<file path="src/sv/cws_pkg.sv">
`default_nettype none

package cws_pkg;

  // Fixed field widths
  localparam int unsigned EVENT_BITS   = 32;
  localparam int unsigned WINDOW_BITS  = 20;
  localparam int unsigned TYPE_BITS    = 2;
  localparam logic [WINDOW_BITS-1:0] WINDOW_RESET = 20'd4000;

  // Pairing state of the back end
  typedef enum logic [1:0] {
    PH_IDLE = 2'd0,
    PH_OPEN = 2'd1,
    PH_PAIR = 2'd2,
    PH_SKIP = 2'd3
  } phase_e;

  // Coincidence classification
  typedef enum logic [TYPE_BITS-1:0] {
    PT_TRUE    = 2'd0,
    PT_SCATTER = 2'd1,
    PT_RANDOM  = 2'd2
  } pair_type_e;

  // Window register write (enable and data) as seen by the back end
  typedef struct packed {
    logic                   we;
    logic [WINDOW_BITS-1:0] window;
  } cfg_t;

  // Window end of a time; saturates when the sum overflows 64 bits
  function automatic logic [64:0] window_end(input logic [63:0] t,
                                             input logic [WINDOW_BITS-1:0] w);
    logic [64:0] sum;
    sum = {1'b0, t} + {{(65-WINDOW_BITS){1'b0}}, w};
    if (sum[64]) begin
      sum = {1'b0, {64{1'b1}}};
    end
    return sum;
  endfunction

endpackage

`default_nettype wire

</file>
<file path="src/sv/cws_queue.sv">
`default_nettype none

module cws_queue #(
  parameter int unsigned WIDTH = 8
) (
  input  wire logic             clk_i,
  input  wire logic             rst_ni,
  input  wire logic             push_valid_i,
  output logic                  push_ready_o,
  input  wire logic [WIDTH-1:0] push_data_i,
  output logic                  pop_valid_o,
  input  wire logic             pop_ready_i,
  output logic [WIDTH-1:0]      pop_data_o
);

  logic [WIDTH-1:0] slot_q [2];
  logic             wr_ptr_q, wr_ptr_d;
  logic             rd_ptr_q, rd_ptr_d;
  logic [1:0]       count_q, count_d;
  logic             push, pop;

  assign push_ready_o = (count_q != 2'd2);
  assign pop_valid_o  = (count_q != 2'd0);
  assign pop_data_o   = slot_q[rd_ptr_q];
  assign push         = push_valid_i && push_ready_o;
  assign pop          = pop_valid_o && pop_ready_i;

  // Advance pointers and fill count
  always_comb begin
    wr_ptr_d = push ? ~wr_ptr_q : wr_ptr_q;
    rd_ptr_d = pop ? ~rd_ptr_q : rd_ptr_q;
    count_d  = count_q;
    if (push && !pop) begin
      count_d = count_q + 2'd1;
    end else if (pop && !push) begin
      count_d = count_q - 2'd1;
    end
  end

  always_ff @(posedge clk_i or negedge rst_ni) begin
    if (!rst_ni) begin
      wr_ptr_q <= 1'b0;
      rd_ptr_q <= 1'b0;
      count_q  <= 2'd0;
    end else begin
      wr_ptr_q <= wr_ptr_d;
      rd_ptr_q <= rd_ptr_d;
      count_q  <= count_d;
    end
  end

  // Store the request in the free slot
  always_ff @(posedge clk_i) begin
    if (push) begin
      slot_q[wr_ptr_q] <= push_data_i;
    end
  end

endmodule

`default_nettype wire

</file>
<file path="src/sv/cws_front.sv">
`default_nettype none

module cws_front #(
  parameter int unsigned TIME_BITS    = 48,
  parameter int unsigned CRYSTAL_BITS = 15,
  parameter int unsigned TDATA_BITS   = 96,
  parameter int unsigned ENTRY_BITS   = 145
) (
  input  wire logic                                clk_i,
  input  wire logic                                rst_ni,
  input  wire logic                                cfg_wr_en_i,
  input  wire logic [cws_pkg::WINDOW_BITS-1:0]     cfg_wr_data_i,
  output cws_pkg::cfg_t                            cfg_o,
  input  wire logic                                s_valid_i,
  output logic                                     s_ready_o,
  input  wire logic [TDATA_BITS-1:0]               s_data_i,
  input  wire logic                                s_flag_i,
  output logic                                     q_valid_o,
  input  wire logic                                q_ready_i,
  output logic [ENTRY_BITS-1:0]                    q_data_o
);

  import cws_pkg::*;

  logic [WINDOW_BITS-1:0] window_q;
  logic [TIME_BITS-1:0]   arrival;
  logic [CRYSTAL_BITS-1:0] crystal;
  logic [EVENT_BITS-1:0]  event_id;
  logic [64:0]            end_full;

  // Hold the window register
  always_ff @(posedge clk_i or negedge rst_ni) begin
    if (!rst_ni) begin
      window_q <= WINDOW_RESET;
    end else if (cfg_wr_en_i) begin
      window_q <= cfg_wr_data_i;
    end
  end

  assign cfg_o.we     = cfg_wr_en_i;
  assign cfg_o.window = cfg_wr_data_i;

  // Unpack the single and tag it with its own window end
  assign arrival  = s_data_i[TIME_BITS-1:0];
  assign crystal  = s_data_i[TIME_BITS +: CRYSTAL_BITS];
  assign event_id = s_data_i[TIME_BITS+CRYSTAL_BITS +: EVENT_BITS];
  assign end_full = window_end(64'(arrival), window_q);

  assign q_valid_o = s_valid_i;
  assign s_ready_o = q_ready_i;
  assign q_data_o  = {s_flag_i, event_id, crystal, arrival, end_full[TIME_BITS:0]};

endmodule

`default_nettype wire

</file>
<file path="src/sv/cws_back.sv">
`default_nettype none

module cws_back #(
  parameter int unsigned TIME_BITS    = 48,
  parameter int unsigned CRYSTAL_BITS = 15,
  parameter int unsigned ENTRY_BITS   = 145
) (
  input  wire logic                                clk_i,
  input  wire logic                                rst_ni,
  input  cws_pkg::cfg_t                            cfg_i,
  input  wire logic                                q_valid_i,
  output logic                                     q_ready_o,
  input  wire logic [ENTRY_BITS-1:0]               q_data_i,
  output logic                                     out_valid_o,
  input  wire logic                                out_ready_i,
  output logic [CRYSTAL_BITS-1:0]                  out_first_o,
  output logic [CRYSTAL_BITS-1:0]                  out_second_o,
  output logic [cws_pkg::TYPE_BITS-1:0]            out_type_o
);

  import cws_pkg::*;

  localparam int unsigned END_BITS = TIME_BITS + 1;

  // Queue entry fields
  logic [END_BITS-1:0]     it_end;
  logic [TIME_BITS-1:0]    it_time;
  logic [CRYSTAL_BITS-1:0] it_crystal;
  logic [EVENT_BITS-1:0]   it_event;
  logic                    it_scat;

  phase_e                  phase_q, phase_d;
  logic [TIME_BITS-1:0]    open_time_q;
  logic [END_BITS-1:0]     open_end_q;
  logic [CRYSTAL_BITS-1:0] open_crystal_q;
  logic [EVENT_BITS-1:0]   open_event_q;
  logic                    open_scat_q;
  logic [TIME_BITS-1:0]    part_time_q;
  logic [END_BITS-1:0]     part_end_q;
  logic [CRYSTAL_BITS-1:0] part_crystal_q;
  pair_type_e              part_type_q, part_type_d;
  logic [END_BITS-1:0]     skip_q;

  logic                    out_valid_q, out_valid_d;
  logic [CRYSTAL_BITS-1:0] out_first_q;
  logic [CRYSTAL_BITS-1:0] out_second_q;
  pair_type_e              out_type_q;

  logic [END_BITS-1:0]     t_ext;
  logic                    pop;
  logic                    in_open, part_before, part_after, skip_done;
  logic                    load_open, load_part, skip_open, skip_part, emit;
  logic [64:0]             open_end_new, part_end_new;

  assign {it_scat, it_event, it_crystal, it_time, it_end} = q_data_i;

  assign pop       = q_valid_i && (!out_valid_q || out_ready_i);
  assign q_ready_o = !out_valid_q || out_ready_i;

  // Compare the single against the held window ends
  assign t_ext       = {1'b0, it_time};
  assign in_open     = t_ext < open_end_q;
  assign part_before = t_ext < part_end_q;
  assign part_after  = t_ext > part_end_q;
  assign skip_done   = t_ext >= skip_q;

  // Next pairing state
  always_comb begin
    phase_d = phase_q;
    if (pop) begin
      unique case (phase_q)
        PH_IDLE: phase_d = PH_OPEN;
        PH_OPEN: phase_d = in_open ? PH_PAIR : PH_OPEN;
        PH_PAIR: begin
          priority if (in_open) begin
            phase_d = PH_SKIP;
          end else if (part_after) begin
            phase_d = PH_OPEN;
          end else if (part_before) begin
            phase_d = PH_SKIP;
          end else begin
            phase_d = PH_OPEN;
          end
        end
        PH_SKIP: phase_d = skip_done ? PH_OPEN : PH_SKIP;
        default: phase_d = PH_IDLE;
      endcase
    end
  end

  // Actions taken for the popped single
  always_comb begin
    load_open = 1'b0;
    load_part = 1'b0;
    skip_open = 1'b0;
    skip_part = 1'b0;
    emit      = 1'b0;
    if (pop) begin
      unique case (phase_q)
        PH_IDLE: load_open = 1'b1;
        PH_OPEN: begin
          load_part = in_open;
          load_open = !in_open;
        end
        PH_PAIR: begin
          priority if (in_open) begin
            skip_open = 1'b1;
          end else if (part_after) begin
            emit      = 1'b1;
            load_open = 1'b1;
          end else if (part_before) begin
            skip_part = 1'b1;
          end else begin
            load_open = 1'b1;
          end
        end
        PH_SKIP: load_open = skip_done;
        default: load_open = 1'b0;
      endcase
    end
  end

  // Classify the pair when the partner arrives
  always_comb begin
    if (open_event_q != it_event) begin
      part_type_d = PT_RANDOM;
    end else if (open_scat_q || it_scat) begin
      part_type_d = PT_SCATTER;
    end else begin
      part_type_d = PT_TRUE;
    end
  end

  // Rebuild held window ends when the window changes
  assign open_end_new = window_end(64'(open_time_q), cfg_i.window);
  assign part_end_new = window_end(64'(part_time_q), cfg_i.window);

  always_ff @(posedge clk_i or negedge rst_ni) begin
    if (!rst_ni) begin
      phase_q     <= PH_IDLE;
      out_valid_q <= 1'b0;
      open_time_q <= '0;
      open_end_q  <= '0;
      part_time_q <= '0;
      part_end_q  <= '0;
      skip_q      <= '0;
    end else begin
      phase_q     <= phase_d;
      out_valid_q <= out_valid_d;
      if (load_open) begin
        open_time_q <= it_time;
        open_end_q  <= it_end;
      end else if (cfg_i.we) begin
        open_end_q  <= open_end_new[END_BITS-1:0];
      end
      if (load_part) begin
        part_time_q <= it_time;
        part_end_q  <= it_end;
      end else if (cfg_i.we) begin
        part_end_q  <= part_end_new[END_BITS-1:0];
      end
      if (skip_open) begin
        skip_q <= open_end_q;
      end else if (skip_part) begin
        skip_q <= part_end_q;
      end
    end
  end

  // Hold opener and partner payload
  always_ff @(posedge clk_i) begin
    if (load_open) begin
      open_crystal_q <= it_crystal;
      open_event_q   <= it_event;
      open_scat_q    <= it_scat;
    end
    if (load_part) begin
      part_crystal_q <= it_crystal;
      part_type_q    <= part_type_d;
    end
    if (emit) begin
      out_first_q  <= open_crystal_q;
      out_second_q <= part_crystal_q;
      out_type_q   <= part_type_q;
    end
  end

  // Output register: set on a coincidence, drop once taken
  always_comb begin
    out_valid_d = out_valid_q;
    if (emit) begin
      out_valid_d = 1'b1;
    end else if (out_ready_i) begin
      out_valid_d = 1'b0;
    end
  end

  assign out_valid_o  = out_valid_q;
  assign out_first_o  = out_first_q;
  assign out_second_o = out_second_q;
  assign out_type_o   = out_type_q;

endmodule

`default_nettype wire

</file>
<file path="src/sv/coincidence_window_sorter.sv">
// Channel   Dir  tdata (low bit up)                          tuser
// s_axis    in   arrival_time, crystal_id, event_id, zeros   scattered
// m_axis    out  first_crystal, second_crystal, zeros        pair_type
// cfg_wr    in   coincidence_window (write enable + data)    -
//
// One single per cycle sustained unless the output stalls; a single is
// queued before pairing; a coincidence is registered as its closing single pops.
// The window end is added in the front and registered in a two-entry queue, so
// the back end only compares against held ends each cycle.
// Reset clears the pairing state to idle and the window to 4000 ticks.
// A stalled output holds its result; the queue keeps accepting until full.
`default_nettype none

module coincidence_window_sorter #(
  parameter int unsigned TIME_BITS    = 48,
  parameter int unsigned CRYSTAL_BITS = 15
) (
  input  wire logic                              clk_i,
  input  wire logic                              rst_ni,
  input  wire logic                              cfg_wr_en_i,
  input  wire logic [cws_pkg::WINDOW_BITS-1:0]   cfg_wr_data_i,
  input  wire logic                              s_axis_tvalid,
  output logic                                   s_axis_tready,
  // arrival_time, crystal_id, event_id, zero fill
  input  wire logic [((TIME_BITS+CRYSTAL_BITS+cws_pkg::EVENT_BITS+7)/8)*8-1:0]
                                                 s_axis_tdata,
  // scattered
  input  wire logic [0:0]                        s_axis_tuser,
  output logic                                   m_axis_tvalid,
  input  wire logic                              m_axis_tready,
  // first_crystal, second_crystal, zero fill
  output logic [((2*CRYSTAL_BITS+7)/8)*8-1:0]    m_axis_tdata,
  // pair_type
  output logic [cws_pkg::TYPE_BITS-1:0]          m_axis_tuser
);

  import cws_pkg::*;

  localparam int unsigned IN_BITS    = ((TIME_BITS+CRYSTAL_BITS+EVENT_BITS+7)/8)*8;
  localparam int unsigned OUT_BITS   = ((2*CRYSTAL_BITS+7)/8)*8;
  localparam int unsigned ENTRY_BITS = 2*TIME_BITS + 1 + CRYSTAL_BITS + EVENT_BITS + 1;

  cfg_t                    cfg;
  logic                    fq_valid, fq_ready;
  logic [ENTRY_BITS-1:0]   fq_data;
  logic                    qb_valid, qb_ready;
  logic [ENTRY_BITS-1:0]   qb_data;
  logic [CRYSTAL_BITS-1:0] first_crystal, second_crystal;

  cws_front #(
    .TIME_BITS   (TIME_BITS),
    .CRYSTAL_BITS(CRYSTAL_BITS),
    .TDATA_BITS  (IN_BITS),
    .ENTRY_BITS  (ENTRY_BITS)
  ) u_front (
    .clk_i        (clk_i),
    .rst_ni       (rst_ni),
    .cfg_wr_en_i  (cfg_wr_en_i),
    .cfg_wr_data_i(cfg_wr_data_i),
    .cfg_o        (cfg),
    .s_valid_i    (s_axis_tvalid),
    .s_ready_o    (s_axis_tready),
    .s_data_i     (s_axis_tdata),
    .s_flag_i     (s_axis_tuser[0]),
    .q_valid_o    (fq_valid),
    .q_ready_i    (fq_ready),
    .q_data_o     (fq_data)
  );

  cws_queue #(
    .WIDTH(ENTRY_BITS)
  ) u_queue (
    .clk_i       (clk_i),
    .rst_ni      (rst_ni),
    .push_valid_i(fq_valid),
    .push_ready_o(fq_ready),
    .push_data_i (fq_data),
    .pop_valid_o (qb_valid),
    .pop_ready_i (qb_ready),
    .pop_data_o  (qb_data)
  );

  cws_back #(
    .TIME_BITS   (TIME_BITS),
    .CRYSTAL_BITS(CRYSTAL_BITS),
    .ENTRY_BITS  (ENTRY_BITS)
  ) u_back (
    .clk_i       (clk_i),
    .rst_ni      (rst_ni),
    .cfg_i       (cfg),
    .q_valid_i   (qb_valid),
    .q_ready_o   (qb_ready),
    .q_data_i    (qb_data),
    .out_valid_o (m_axis_tvalid),
    .out_ready_i (m_axis_tready),
    .out_first_o (first_crystal),
    .out_second_o(second_crystal),
    .out_type_o  (m_axis_tuser)
  );

  // Pack the result, zero fill on top
  assign m_axis_tdata = OUT_BITS'({second_crystal, first_crystal});

endmodule

`default_nettype wire
</file>
<file path="config.mk">
export PLATFORM = sky130hd
export DESIGN_NAME = coincidence_window_sorter
export DESIGN_NICKNAME = d
export VERILOG_FILES = /design/src/sv/cws_pkg.sv /design/src/sv/cws_queue.sv /design/src/sv/cws_front.sv /design/src/sv/cws_back.sv /design/src/sv/coincidence_window_sorter.sv
export SDC_FILE = /design/constraint.sdc
export NUM_CORES = 1
export LEC_CHECK = 0
export BUFFER_PORTS_ARGS = -buffer_cell sky130_fd_sc_hd__clkbuf_2
export CORE_MARGIN = 10
export CORE_UTILIZATION = 62
export DETAILED_ROUTE_END_ITERATION = 10
export GPL_ROUTABILITY_DRIVEN = 1
export PLACE_DENSITY = 0.77
export RECOVER_POWER = 25
export SETUP_SLACK_MARGIN = 0.05
export SLEW_MARGIN = 15
export SYNTH_ARGS = -nofsm -noshare
export SYNTH_HDL_FRONTEND = slang
export SYNTH_SLANG_ARGS = --single-unit
</file>
<file path="constraint.sdc">
create_clock -name clk_i -period 8.9 [get_ports clk_i]
set_input_delay 0.89 -clock clk_i [delete_from_list [all_inputs] [get_ports clk_i]]
set_output_delay 0.89 -clock clk_i [all_outputs]
set_load 0.05 [all_outputs]
</file>
### After elaboration in Yosys (flattened, before gate mapping)

Memory sizes are Yosys's and may differ from the RTL's.
Cells that the tools add are included.
Widths: inputs -> output; s select.

| operators by class | value |
|---|---|
| $add $sub $neg | 5 |
| multipliers | 0 |
| divide/modulo/power cells | 0 |
| magnitude comparators | 4 |
| equal/unequal tests | 5 |
| shift operators | 0 |
| muxes and demuxes | 41 |
| bitwise operators | 2 |
| reduce and logical (&&, ||, !) cells | 17 |

Operators with widths:

| kind | number |
|---|---|
| $mux 49 | 9 |
| $add 48x20->49 | 3 |
| $lt 48x49->1 | 2 |
| $ge 48x49->1 | 1 |
| $gt 48x49->1 | 1 |
| $ne 32x32->1 | 1 |
| $mux 1 | 23 |
| $mux 2 | 7 |
| $reduce_bool 2->1 | 6 |
| $pmux 2 s4 | 1 |
| $eq 2x2->1 const B | 2 |
| $logic_and 1x1->1 | 4 |
| $logic_not 1->1 | 4 |
| $pmux 1 s4 | 1 |
| $add 2x1->2 const B | 1 |
| $eq 2x1->1 const B | 1 |
| $logic_not 2->1 | 1 |
| $logic_or 1x1->1 | 2 |
| $ne 2x2->1 const B | 1 |
| $not 1->1 | 2 |
| $sub 2x1->2 const B | 1 |

| word-level totals | value |
|---|---|
| register bits after elaboration | 367 |
| latch bits | 0 |
| bits in writable memories | 290 |
| memory bits (read-only) | 0 |
| input port bits | 122 |
| output and inout port bits | 36 |
| logic and storage cells | 94 |
| memories | 1 |

Memories:

| name | depth | width | rd ports | clocked after memory_dff | wr ports | RTL line | text |
|---|---|---|---|---|---|---|---|
| u_queue.slot_q | 2 | 145 | 1 | 0 | 1 | cws_queue.sv:16 | `logic [WIDTH-1:0] slot_q [2];` |

### Longest topological paths before layout

Gate-level depths: netlist of the first run.
An unclocked memory read counts as a cell.

| depth | value |
|---|---|
| depth in word-level cells | 9 |
| gate-level depth with buffers | 19 |
| mapped depth without buffers | 13 |

### Modules after synthesis

Synthesis of the first run repeated with hierarchy kept, for this count alone.

| unflattened totals | value |
|---|---|
| cells, all modules | 2868 |
| area, all modules | 34750.8 µm² |

By module, submodules not included:

| module | times used | cells each | area an instance (µm²) | sequential area each (µm²) |
|---|---|---|---|---|
| cws_back | 1 | 1988 | 20601.0 | 9068.7 |
| cws_queue | 1 | 469 | 10740.3 | 8808.4 |
| cws_front | 1 | 408 | 3390.8 | 508.0 |
| coincidence_window_sorter | 1 | 3 | 18.8 | 0.0 |

### Least setup slack after synthesis of the first run

OpenSTA, ideal clock, no wires.

| path | value |
|---|---|
| path kind | flip-flop to flip-flop |
| start point | reg u_queue.count_q[0] |
| end point | mem u_queue.slot_q[0][0] (netlist name), enable pin |
| library setup time | 0.652 ns |
| arrival | 7.098 ns |
| required time | 8.248 ns |
| setup slack | 1.150 ns |
| cell stages (with the launch flop) | 4 |
| buffers on the path | 0 |
| period minus slack after synthesis | 7.750 ns |
| path through | dfrtp_1 > nand2b_1 > nand2_1 > nor2_1 |

| between the ends | value |
|---|---|
| cells in the longest elaborated chain, start to end | 4 |

RTL lines:

| what | RTL line | text |
|---|---|---|
| start: declaration | cws_queue.sv:19 | `logic [1:0] count_q, count_d;` |
| start signal: assignment | cws_queue.sv:48 | `count_q <= count_d;` |
| $ne 2x2->1 | cws_queue.sv:22 | `assign push_ready_o = (count_q != 2'd2);` |
| via s_axis_tready | coincidence_window_sorter.sv:23 | `output logic s_axis_tready,` |
| $logic_and 1x1->1 | cws_queue.sv:25 | `assign push = push_valid_i && push_ready_o;` |
| $mux 1 | cws_queue.sv:54 | `if (push) begin` |
| $mux 1 (not written as such) | cws_queue.sv:55 | `slot_q[wr_ptr_q] <= push_data_i;` |
| end: declaration | cws_queue.sv:16 |  |

The timed path passes the listed nets, and every way through them passes these cells.

### Final worst setup path of the first run

| path | value |
|---|---|
| start point | reg u_queue.rd_ptr_q |
| end point | reg u_back.part_end_q[29] |

| between the ends | value |
|---|---|
| cells in the longest elaborated chain, start to end | 5 |
| elaborated cells on any way between the ends | 6 |
| classes of those cells | 1 x order compare; 3 x mux; 1 x reduce/logical; 1 x memory |

RTL lines:

| what | RTL line | text |
|---|---|---|
| start: declaration | cws_queue.sv:18 | `logic rd_ptr_q, rd_ptr_d;` |
| start signal: assignment | cws_queue.sv:47 | `rd_ptr_q <= rd_ptr_d;` |
| $mem_v2 2x145 * | n/a |  |
| via qb_data[94] | coincidence_window_sorter.sv:47 | `logic [ENTRY_BITS-1:0] qb_data;` |
| $lt 48x49->1 * | cws_back.sv:62 | `assign in_open = t_ext < open_end_q;` |
| $mux 1 * | cws_back.sv:99 | `unique case (phase_q)` |
| $mux 1 * | cws_back.sv:98 | `if (pop) begin` |
| $mux 49 or $reduce_bool 2->1 (tied branches) | n/a |  |
| end signal: assignment | cws_back.sv:158 | `part_end_q <= it_end;` |
| end signal: assignment | cws_back.sv:160 | `part_end_q <= part_end_new[END_BITS-1:0];` |
| end: declaration | cws_back.sv:39 | `logic [END_BITS-1:0] part_end_q;` |

Mark *: on every way through the listed nets, which the timed path passes. The rest lies on a longest branch.
A chain may end at the register's enable or synchronous reset.

==> results.json, run 1 <==
{
  "synth_top_family_by_area": "multiplexers",
  "cp-end-kind": "flop",
  "ys_seq_area_frac": 0.561,
  "cts_root_buffer": "clkbuf_16",
  "dp_hpwl_um": 52100,
  "met1_usage": 0.316,
  "area_growth_pct": 11.2,
  "hold_ws_ps": 421,
  "ys_types": 67,
  "setup_tns_ps": 0,
  "fill_cells": 3688,
  "first_iter_violations": 1574,
  "required_ps": 9380,
  "grt_pass1_wl_um": 119000,
  "syn_area_mm2": 0.0328,
  "synth-simple-area-share": 0.0663,
  "finalSetupViolations": 0,
  "slew-limit-headroom": -3.09,
  "cts.htree.levels": 3,
  "cts.sinks": 657,
  "wirelength_um": 74900,
  "portBuffers": 154,
  "powerDensity_mw_per_mm2": 242,
  "finalClockSkew_ps": 21.0,
  "cp.arrival_ps": 6660,
  "use_met2": 0.395,
  "status": "finished, violations left",
  "rsz0062_at_grt": "no",
  "grt_pass1_vias": 21800,
  "num_rows": 84,
  "synth_seq_cells": 657,
  "die_h_um": 250,
  "antenna_found_initial": 2,
  "synth_edf_count": 387,
  "slew_violations": 136,
  "synth_cells": 2546,
  "wl_per_cell_um": 21.7,
  "insertion_delay_ps": 610,
  "hold_viol_final": 0,
  "cts.clk_slew.worst_paths_ps": 60,
  "syn_avg_cell_area_um2": 12.9,
  "grt_busiest_layer": "met2",
  "die_w_um": 250,
  "firstDrtPassIters": 6,
  "antenna_left": 0,
  "grt_max_degree": 164,
  "violations": "capacitance limit, slew limit",
  "core_area_mm2": 0.0524,
  "dieArea_mm2": 0.0625,
  "synth_flop_cell": "edfxtp_1",
  "ys_warn_count": 0,
  "critical_path.max_fanout": 60,
  "nets": 3042,
  "critical_path_class": "flop to flop",
  "finalCritPeriodShare": 0.695,
  "hold_class": "flop to flop",
  "initial_core_util": 0.625,
  "finalPower_w": 0.00882,
  "cts_resized": 0,
  "numCtsBuffers": 69,
  "maxCapViolCount": 2,
  "viasPerCell": 6.02,
  "cts_hold_buf": 0,
  "drive_above_1_share": 0.145,
  "p_leak_nw": 15.6,
  "clk_path_buf_depth": 3,
  "use_met3": 0.0352,
  "period_minus_slack_ps": 6180,
  "grtUsageTotal": 0.238,
  "yosys.area_share.adder": 0.0797,
  "tightest_slew_ps": 6130,
  "synthArstFlopShare": 0.411,
  "place_congestion": 0.878,
  "cts_tree": "done",
  "vdd_drop_max_v": 0.000192,
  "synth_xor_area_frac": 0.0438,
  "drc": 0,
  "cts_setup_buffers": 0,
  "io_pins": 158,
  "start_kind": "flop",
  "grt-ovfl-total": 0,
  "synth_compound_area_frac": 0.0745,
  "synth.area.mux_share": 0.142,
  "vias": 20800,
  "fmax_mhz": 162
}
## layout by cell type (no fill, tap or decap), types with 107 or more instances in the layout
cell type  count
clkbuf_1     107
dfrtp_1      263
a21oi_1      108
mux2i_1      226
mux2_2       189
nand2_1      115
edfxtp_1     387
ha_1         204
inv_1        172
## cell type report
type / count / area [µm²] / share of cell area
timing repair buffer: 176 / 847 / 0.0232
clock buffer: 98 / 2010 / 0.0552
sequential: 657 / 18400 / 0.505
clock inverter: 30 / 323 / 0.00886
multi-input combinational: 1634 / 13400 / 0.366
antenna: 1 / 2.50 / 0.0000687
tap: 688 / 861 / 0.0236
inverter: 175 / 658 / 0.0181
## flip-flops by register name, summed over array words and instances, names as in the netlist
name,count
u_back.out_second_o,15
u_back.out_first_o,15
u_back.part_type_q,2
u_back.open_time_q,48
u_back.part_end_q,49
u_back.open_event_q,32
u_queue.wr_ptr_q,1
u_back.out_type_o,2
u_queue.count_q,2
u_back.skip_q,49
u_back.open_end_q,49
u_back.part_time_q,48
u_back.part_crystal_q,15
u_back.open_scat_q,1
u_queue.rd_ptr_q,1
u_back.open_crystal_q,15
u_back.out_valid_o,1
u_queue.slot_q,290
u_back.phase_q,2
u_front.window_q,20
## per-stage QoR
stage / utilization / instances / instance area (µm²) / worst slack (ps)
floorplan: - / 2547 / 32800 / 1150
global placement: 0.653 / 3330 / 34200 / 2870
detailed placement: 0.653 / 3330 / 34200 / 2760
CTS: 0.697 / 3458 / 36600 / 2720
global route: 0.695 / 3459 / 36400 / 1860
finish: 0.695 / 3459 / 36400 / 2720
## cell usage after synthesis (3+ instances only)
cell type	number	area, µm²
a22oi_1	3	22.5
a211o_1	12	105
o211ai_1	8	60.1
nand4_1	43	269
nor3_1	31	155
buf_6	8	90.1
nand3_1	77	385
clkbuf_1	28	105
a221oi_1	3	26.3
o21a_1	15	113
a31oi_1	6	37.5
a2111o_1	3	33.8
dfrtp_1	264	6610
o22ai_1	6	37.5
mux2_1	22	248
xnor2_1	78	683
o221ai_1	17	149
mux2i_1	226	2260
a21oi_1	108	541
nand2b_1	8	50.1
a211oi_1	17	128
buf_2	17	85.1
o21ai_0	86	430
nor4_1	18	113
and4_1	8	70.1
fa_1	3	60.1
nor2_1	88	330
o21bai_1	8	60.1
buf_4	11	82.6
nand2_1	116	435
and3_1	18	113
xor2_1	86	753
ha_1	204	2550
nor2b_1	17	106
inv_1	173	649
edfxtp_1	387	11600
a21o_1	60	450
buf_1	17	63.8
mux2_2	189	2130
a2111oi_0	3	26.3
or3_1	6	37.5
and2_1	6	37.5
dfstp_2	6	158
## routing by layer
layer  vias up  part of all wire
met3       121             0.050
met2       536              0.48
met5         -           0.00015
li1       9713                 -
met1     10500              0.44
met4         2             0.026
## critical path: stages (launching register included)
cell and delay, ps:
dfrtp_4 1000, buf_4 490, mux2_2 480, ha_1 350
nand4_1 90, or4b_1 550, nor3_2 280, nand2_1 90
o211a_1 340, nand3_4 330, buf_4 670, nand2_1 800
o221ai_1 480
## kinds of logic after synthesis
| family | count (synthesis) |
|---|---|
| buffers and inverters | 256 |
| AND/OR/NAND/NOR | 444 |
| other | 1 |
| XOR/XNOR | 164 |
| adder cells (fa/ha/maj) | 207 |
| multiplexers | 437 |
| flip-flops | 657 |
| AO/OA/AOI/OAI | 380 |
## worst paths after layout
| check | end | from | cells after the start | slack (ps) |
|---|---|---|---|---|
| setup / recovery | u_back.part_end_q[29] | u_queue.rd_ptr_q | 12 | 2720 |
| hold / removal | u_back.out_first_o[7] | u_back.open_crystal_q[7] | 0 | 420 |
| setup reg to reg | u_back.part_end_q[29] | u_queue.rd_ptr_q | 12 | 2720 |
| min in group asynchronous | u_back.open_time_q[24] | rst_ni | 1 | 2570 |
| hold reg to reg | u_back.out_first_o[7] | u_back.open_crystal_q[7] | 0 | 420 |
| max in group asynchronous | u_back.open_end_q[38] | rst_ni | 1 | 2910 |
## power breakdown
part	total (W)	internal [W]	switching, W
Clock	0.00293	0.00176	0.00117
Combinational	0.00203	0.000766	0.00126
Sequential	0.00387	0.00371	0.000161
No activity file was read; power rests on OpenSTA's default activity.
==> run 2: changes to the inputs <==
ABC_AREA = 1   (was not set)
CORE_UTILIZATION = 63   (was 62)
PLACE_DENSITY = 0.78   (was 0.77)
clock period = 6.1 ns   (was 8.9 ns; I/O delays follow)
==> run 2 against run 1 <==
- the flow still finishes with violations (capacitance limit, slew limit)
- combinational power increased to 5.5 times the previous value
- clock power increased by 49%
- first-iteration DRC count increased by 120%
- sequential share of layout area decreased by 3.9 points
- register-to-register slack got worse by 1400 ps
- area after synthesis increased by 9.1%
- critical endpoint is now u_back.open_event_q[17]
==> results.json, run 2 <==
{
  "status": "finished, violations left",
  "violations": "capacitance limit, slew limit",
  "synth_seq_cells": 657,
  "rr_startpoint": "u_queue.rd_ptr_q",
  "cp.arrival_ps": 5040,
  "wl_per_cell_um": 21.6,
  "num_rows": 87,
  "critical_path_class": "flop to flop",
  "largest_register_ffs": 290,
  "cts_hold_buf": 0,
  "crit_top_cell": "nand2_1",
  "tightest_slew_ps": 4480,
  "numCtsBuffers": 71,
  "hold_class": "input pin to flop",
  "synth_cells": 4185,
  "antenna_left": 0,
  "start_kind": "flop",
  "ys_warn_count": 0,
  "multiInputGateArea_mm2": 0.0152,
  "slew_violations": 126,
  "synth.largest_area_cell": "edfxtp_1",
  "dp_hpwl_um": 80600,
  "finalCritPeriodShare": 0.782,
  "clk_path_buf_depth": 3,
  "powerDensity_mw_per_mm2": 579,
  "portBuffers": 154,
  "required_ps": 6370,
  "grt_pass1_vias": 28800,
  "core_area_mm2": 0.0563,
  "synth_edf_count": 387,
  "fill_cells": 4447,
  "rsz0062_at_grt": "no",
  "cts.htree.levels": 3,
  "wirelength_um": 111000,
  "cts_root_buffer": "clkbuf_16",
  "regMostFlops": "u_queue.slot_q",
  "place_congestion": 1.05,
  "first_iter_violations": 3513,
  "cts_tree": "done",
  "synth_top_area_share": 0.325,
  "firstDrtPassIters": 7,
  "post-place-ws_ps": 1490,
  "die_h_um": 258,
  "p_leak_nw": 17.9,
  "final_common_cell": "nand2_1",
  "cts.sinks": 657,
  "vdd_drop_max_v": 0.000651,
  "io_pins": 158,
  "synthTopCellsByCount": "nand2_1, inv_1, edfxtp_1",
  "grtUsageTotal": 0.325,
  "cts_resized": 0,
  "place_area_mm2": 0.0373,
  "fin_area_mm2": 0.0395,
  "r2r_cells": 18,
  "cts.clk_slew.worst_paths_ps": 60,
  "syn_area_mm2": 0.0358,
  "cts_setup_buffers": 0,
  "drive_above_1_share": 0.0574,
  "synth_flop_cell": "edfxtp_1",
  "dieArea_mm2": 0.0667,
  "syn_avg_cell_area_um2": 8.55,
  "die_w_um": 258,
  "vias": 30300,
  "endpoint": "u_back.open_event_q[17]",
  "slew-limit-headroom": -1.98,
  "cp-end-kind": "flop",
  "rrSetupSlack_ps": 1330,
  "antenna_found_initial": 4,
  "grt_max_degree": 147,
  "hold_viol_final": 0,
  "viasPerCell": 5.91,
  "ys_types": 48,
  "finalClockSkew_ps": 27.0,
  "period_minus_slack_ps": 4770,
  "area_growth_pct": 10.5,
  "rr_endpoint": "u_back.open_event_q[17]",
  "nets": 4644,
  "fin_ws_ps": 1330,
  "fmax_mhz": 210,
  "synth.most_common_cell": "nand2_1",
  "ys_seq_area_frac": 0.514,
  "seqCellArea_mm2": 0.0184,
  "final_cell_mix": "nand2_1, inv_1, edfxtp_1",
  "drc": 0,
  "slowest_stage": "dfrtp_4",
  "max_stage_delay_ps": 580,
  "insertion_delay_ps": 620,
  "critical_path.max_fanout": 51,
  "synthTopCellsByArea": "edfxtp_1, dfrtp_1, nand2_1, ha_1, inv_1",
  "crit_chain": "buf_4, buf_4, nand2_1, nand2_1, ha_1, nand2_1, nand2_1, nand2_1, nand2_1, nand2_1, nand2_1, nand2_1, nand2_1, nand2_1, nand3_2, nand3_2, nand2_8, buf_12",
  "grt_pass1_wl_um": 167000,
  "setup_tns_ps": 0,
  "finalSetupViolations": 0,
  "synthArstFlopShare": 0.411,
  "startpoint": "u_queue.rd_ptr_q",
  "grt-ovfl-total": 0,
  "maxCapViolCount": 2,
  "initial_core_util": 0.636
}
==> run 2: report_power, final <==
group          internal (W)  switching (W)
Sequential          0.00663       0.000816
Clock               0.00256        0.00181
Combinational       0.00321        0.00788
==> run 2: metal layers <==
layer / track usage / share of wire / vias up
li1: - / - / 14100
met4: 0.147 / 0.045 / 4
met5: 0 / 0.00020 / -
met2: 0.496 / 0.44 / 1540
met1: 0.440 / 0.40 / 14400
met3: 0.0750 / 0.11 / 256
==> run 2: critical path, delay by kind of cell (launching register included) <==
family | cells | cell delay, ps
and+or+nand+nor | 14 | 2240
buffers and inverters | 3 | 1260
DFF | 1 | 580
adders and majority gates | 1 | 200
==> run 2: worst min-delay path by stage <==
stage / from / end / slack [ps] / cells after the start
6_report: s_axis_tdata[90] / u_queue.slot_q[0][139] / 190 / 1
5_1_grt: s_axis_tdata[88] / u_queue.slot_q[1][137] / 190 / 1
4_1_cts: rst_ni / u_back.skip_q[2] / 1 / 1
3_5_place_dp: u_back.open_crystal_q[10] / u_back.out_first_o[10] / 400 / 0
3_3_place_gp: u_back.open_crystal_q[1] / u_back.out_first_o[1] / 400 / 0
2_1_floorplan: rst_ni / u_back.open_end_q[0] / 310 / 0
==> run 2: cell families after synthesis <==
family          after synthesis  synth area share
flops                       657             0.514
compound gates              467            0.0714
simple gates               2187             0.250
mux                           1          0.000280
buf+inv                     543            0.0614
other cells                   1          0.000105
fa+ha+maj                   207            0.0730
xor+xnor                    122            0.0299
==> run 2: per-stage QoR <==
step / hold slack (ps) / std cells / total power (W) / utilization
floorplan: 314 / 4186 / 0.0148 / -
global placement: 401 / 4998 / 0.0178 / 0.663
detailed placement: 405 / 4998 / 0.0182 / 0.663
CTS: 0.985 / 5126 / 0.0226 / 0.704
global route: 185 / 5128 / 0.0243 / 0.702
finish: 186 / 5129 / 0.0229 / 0.702
==> run 2: area by class of cell <==
cell class	count	area share
flip-flops and latches	657	0.465
clock inverters	30	0.00782
clock buffers	98	0.0517
repair buffers	186	0.0262
multi-input cells	2986	0.386
well taps	756	0.0239
inverters	413	0.0395
diodes	3	0.000190
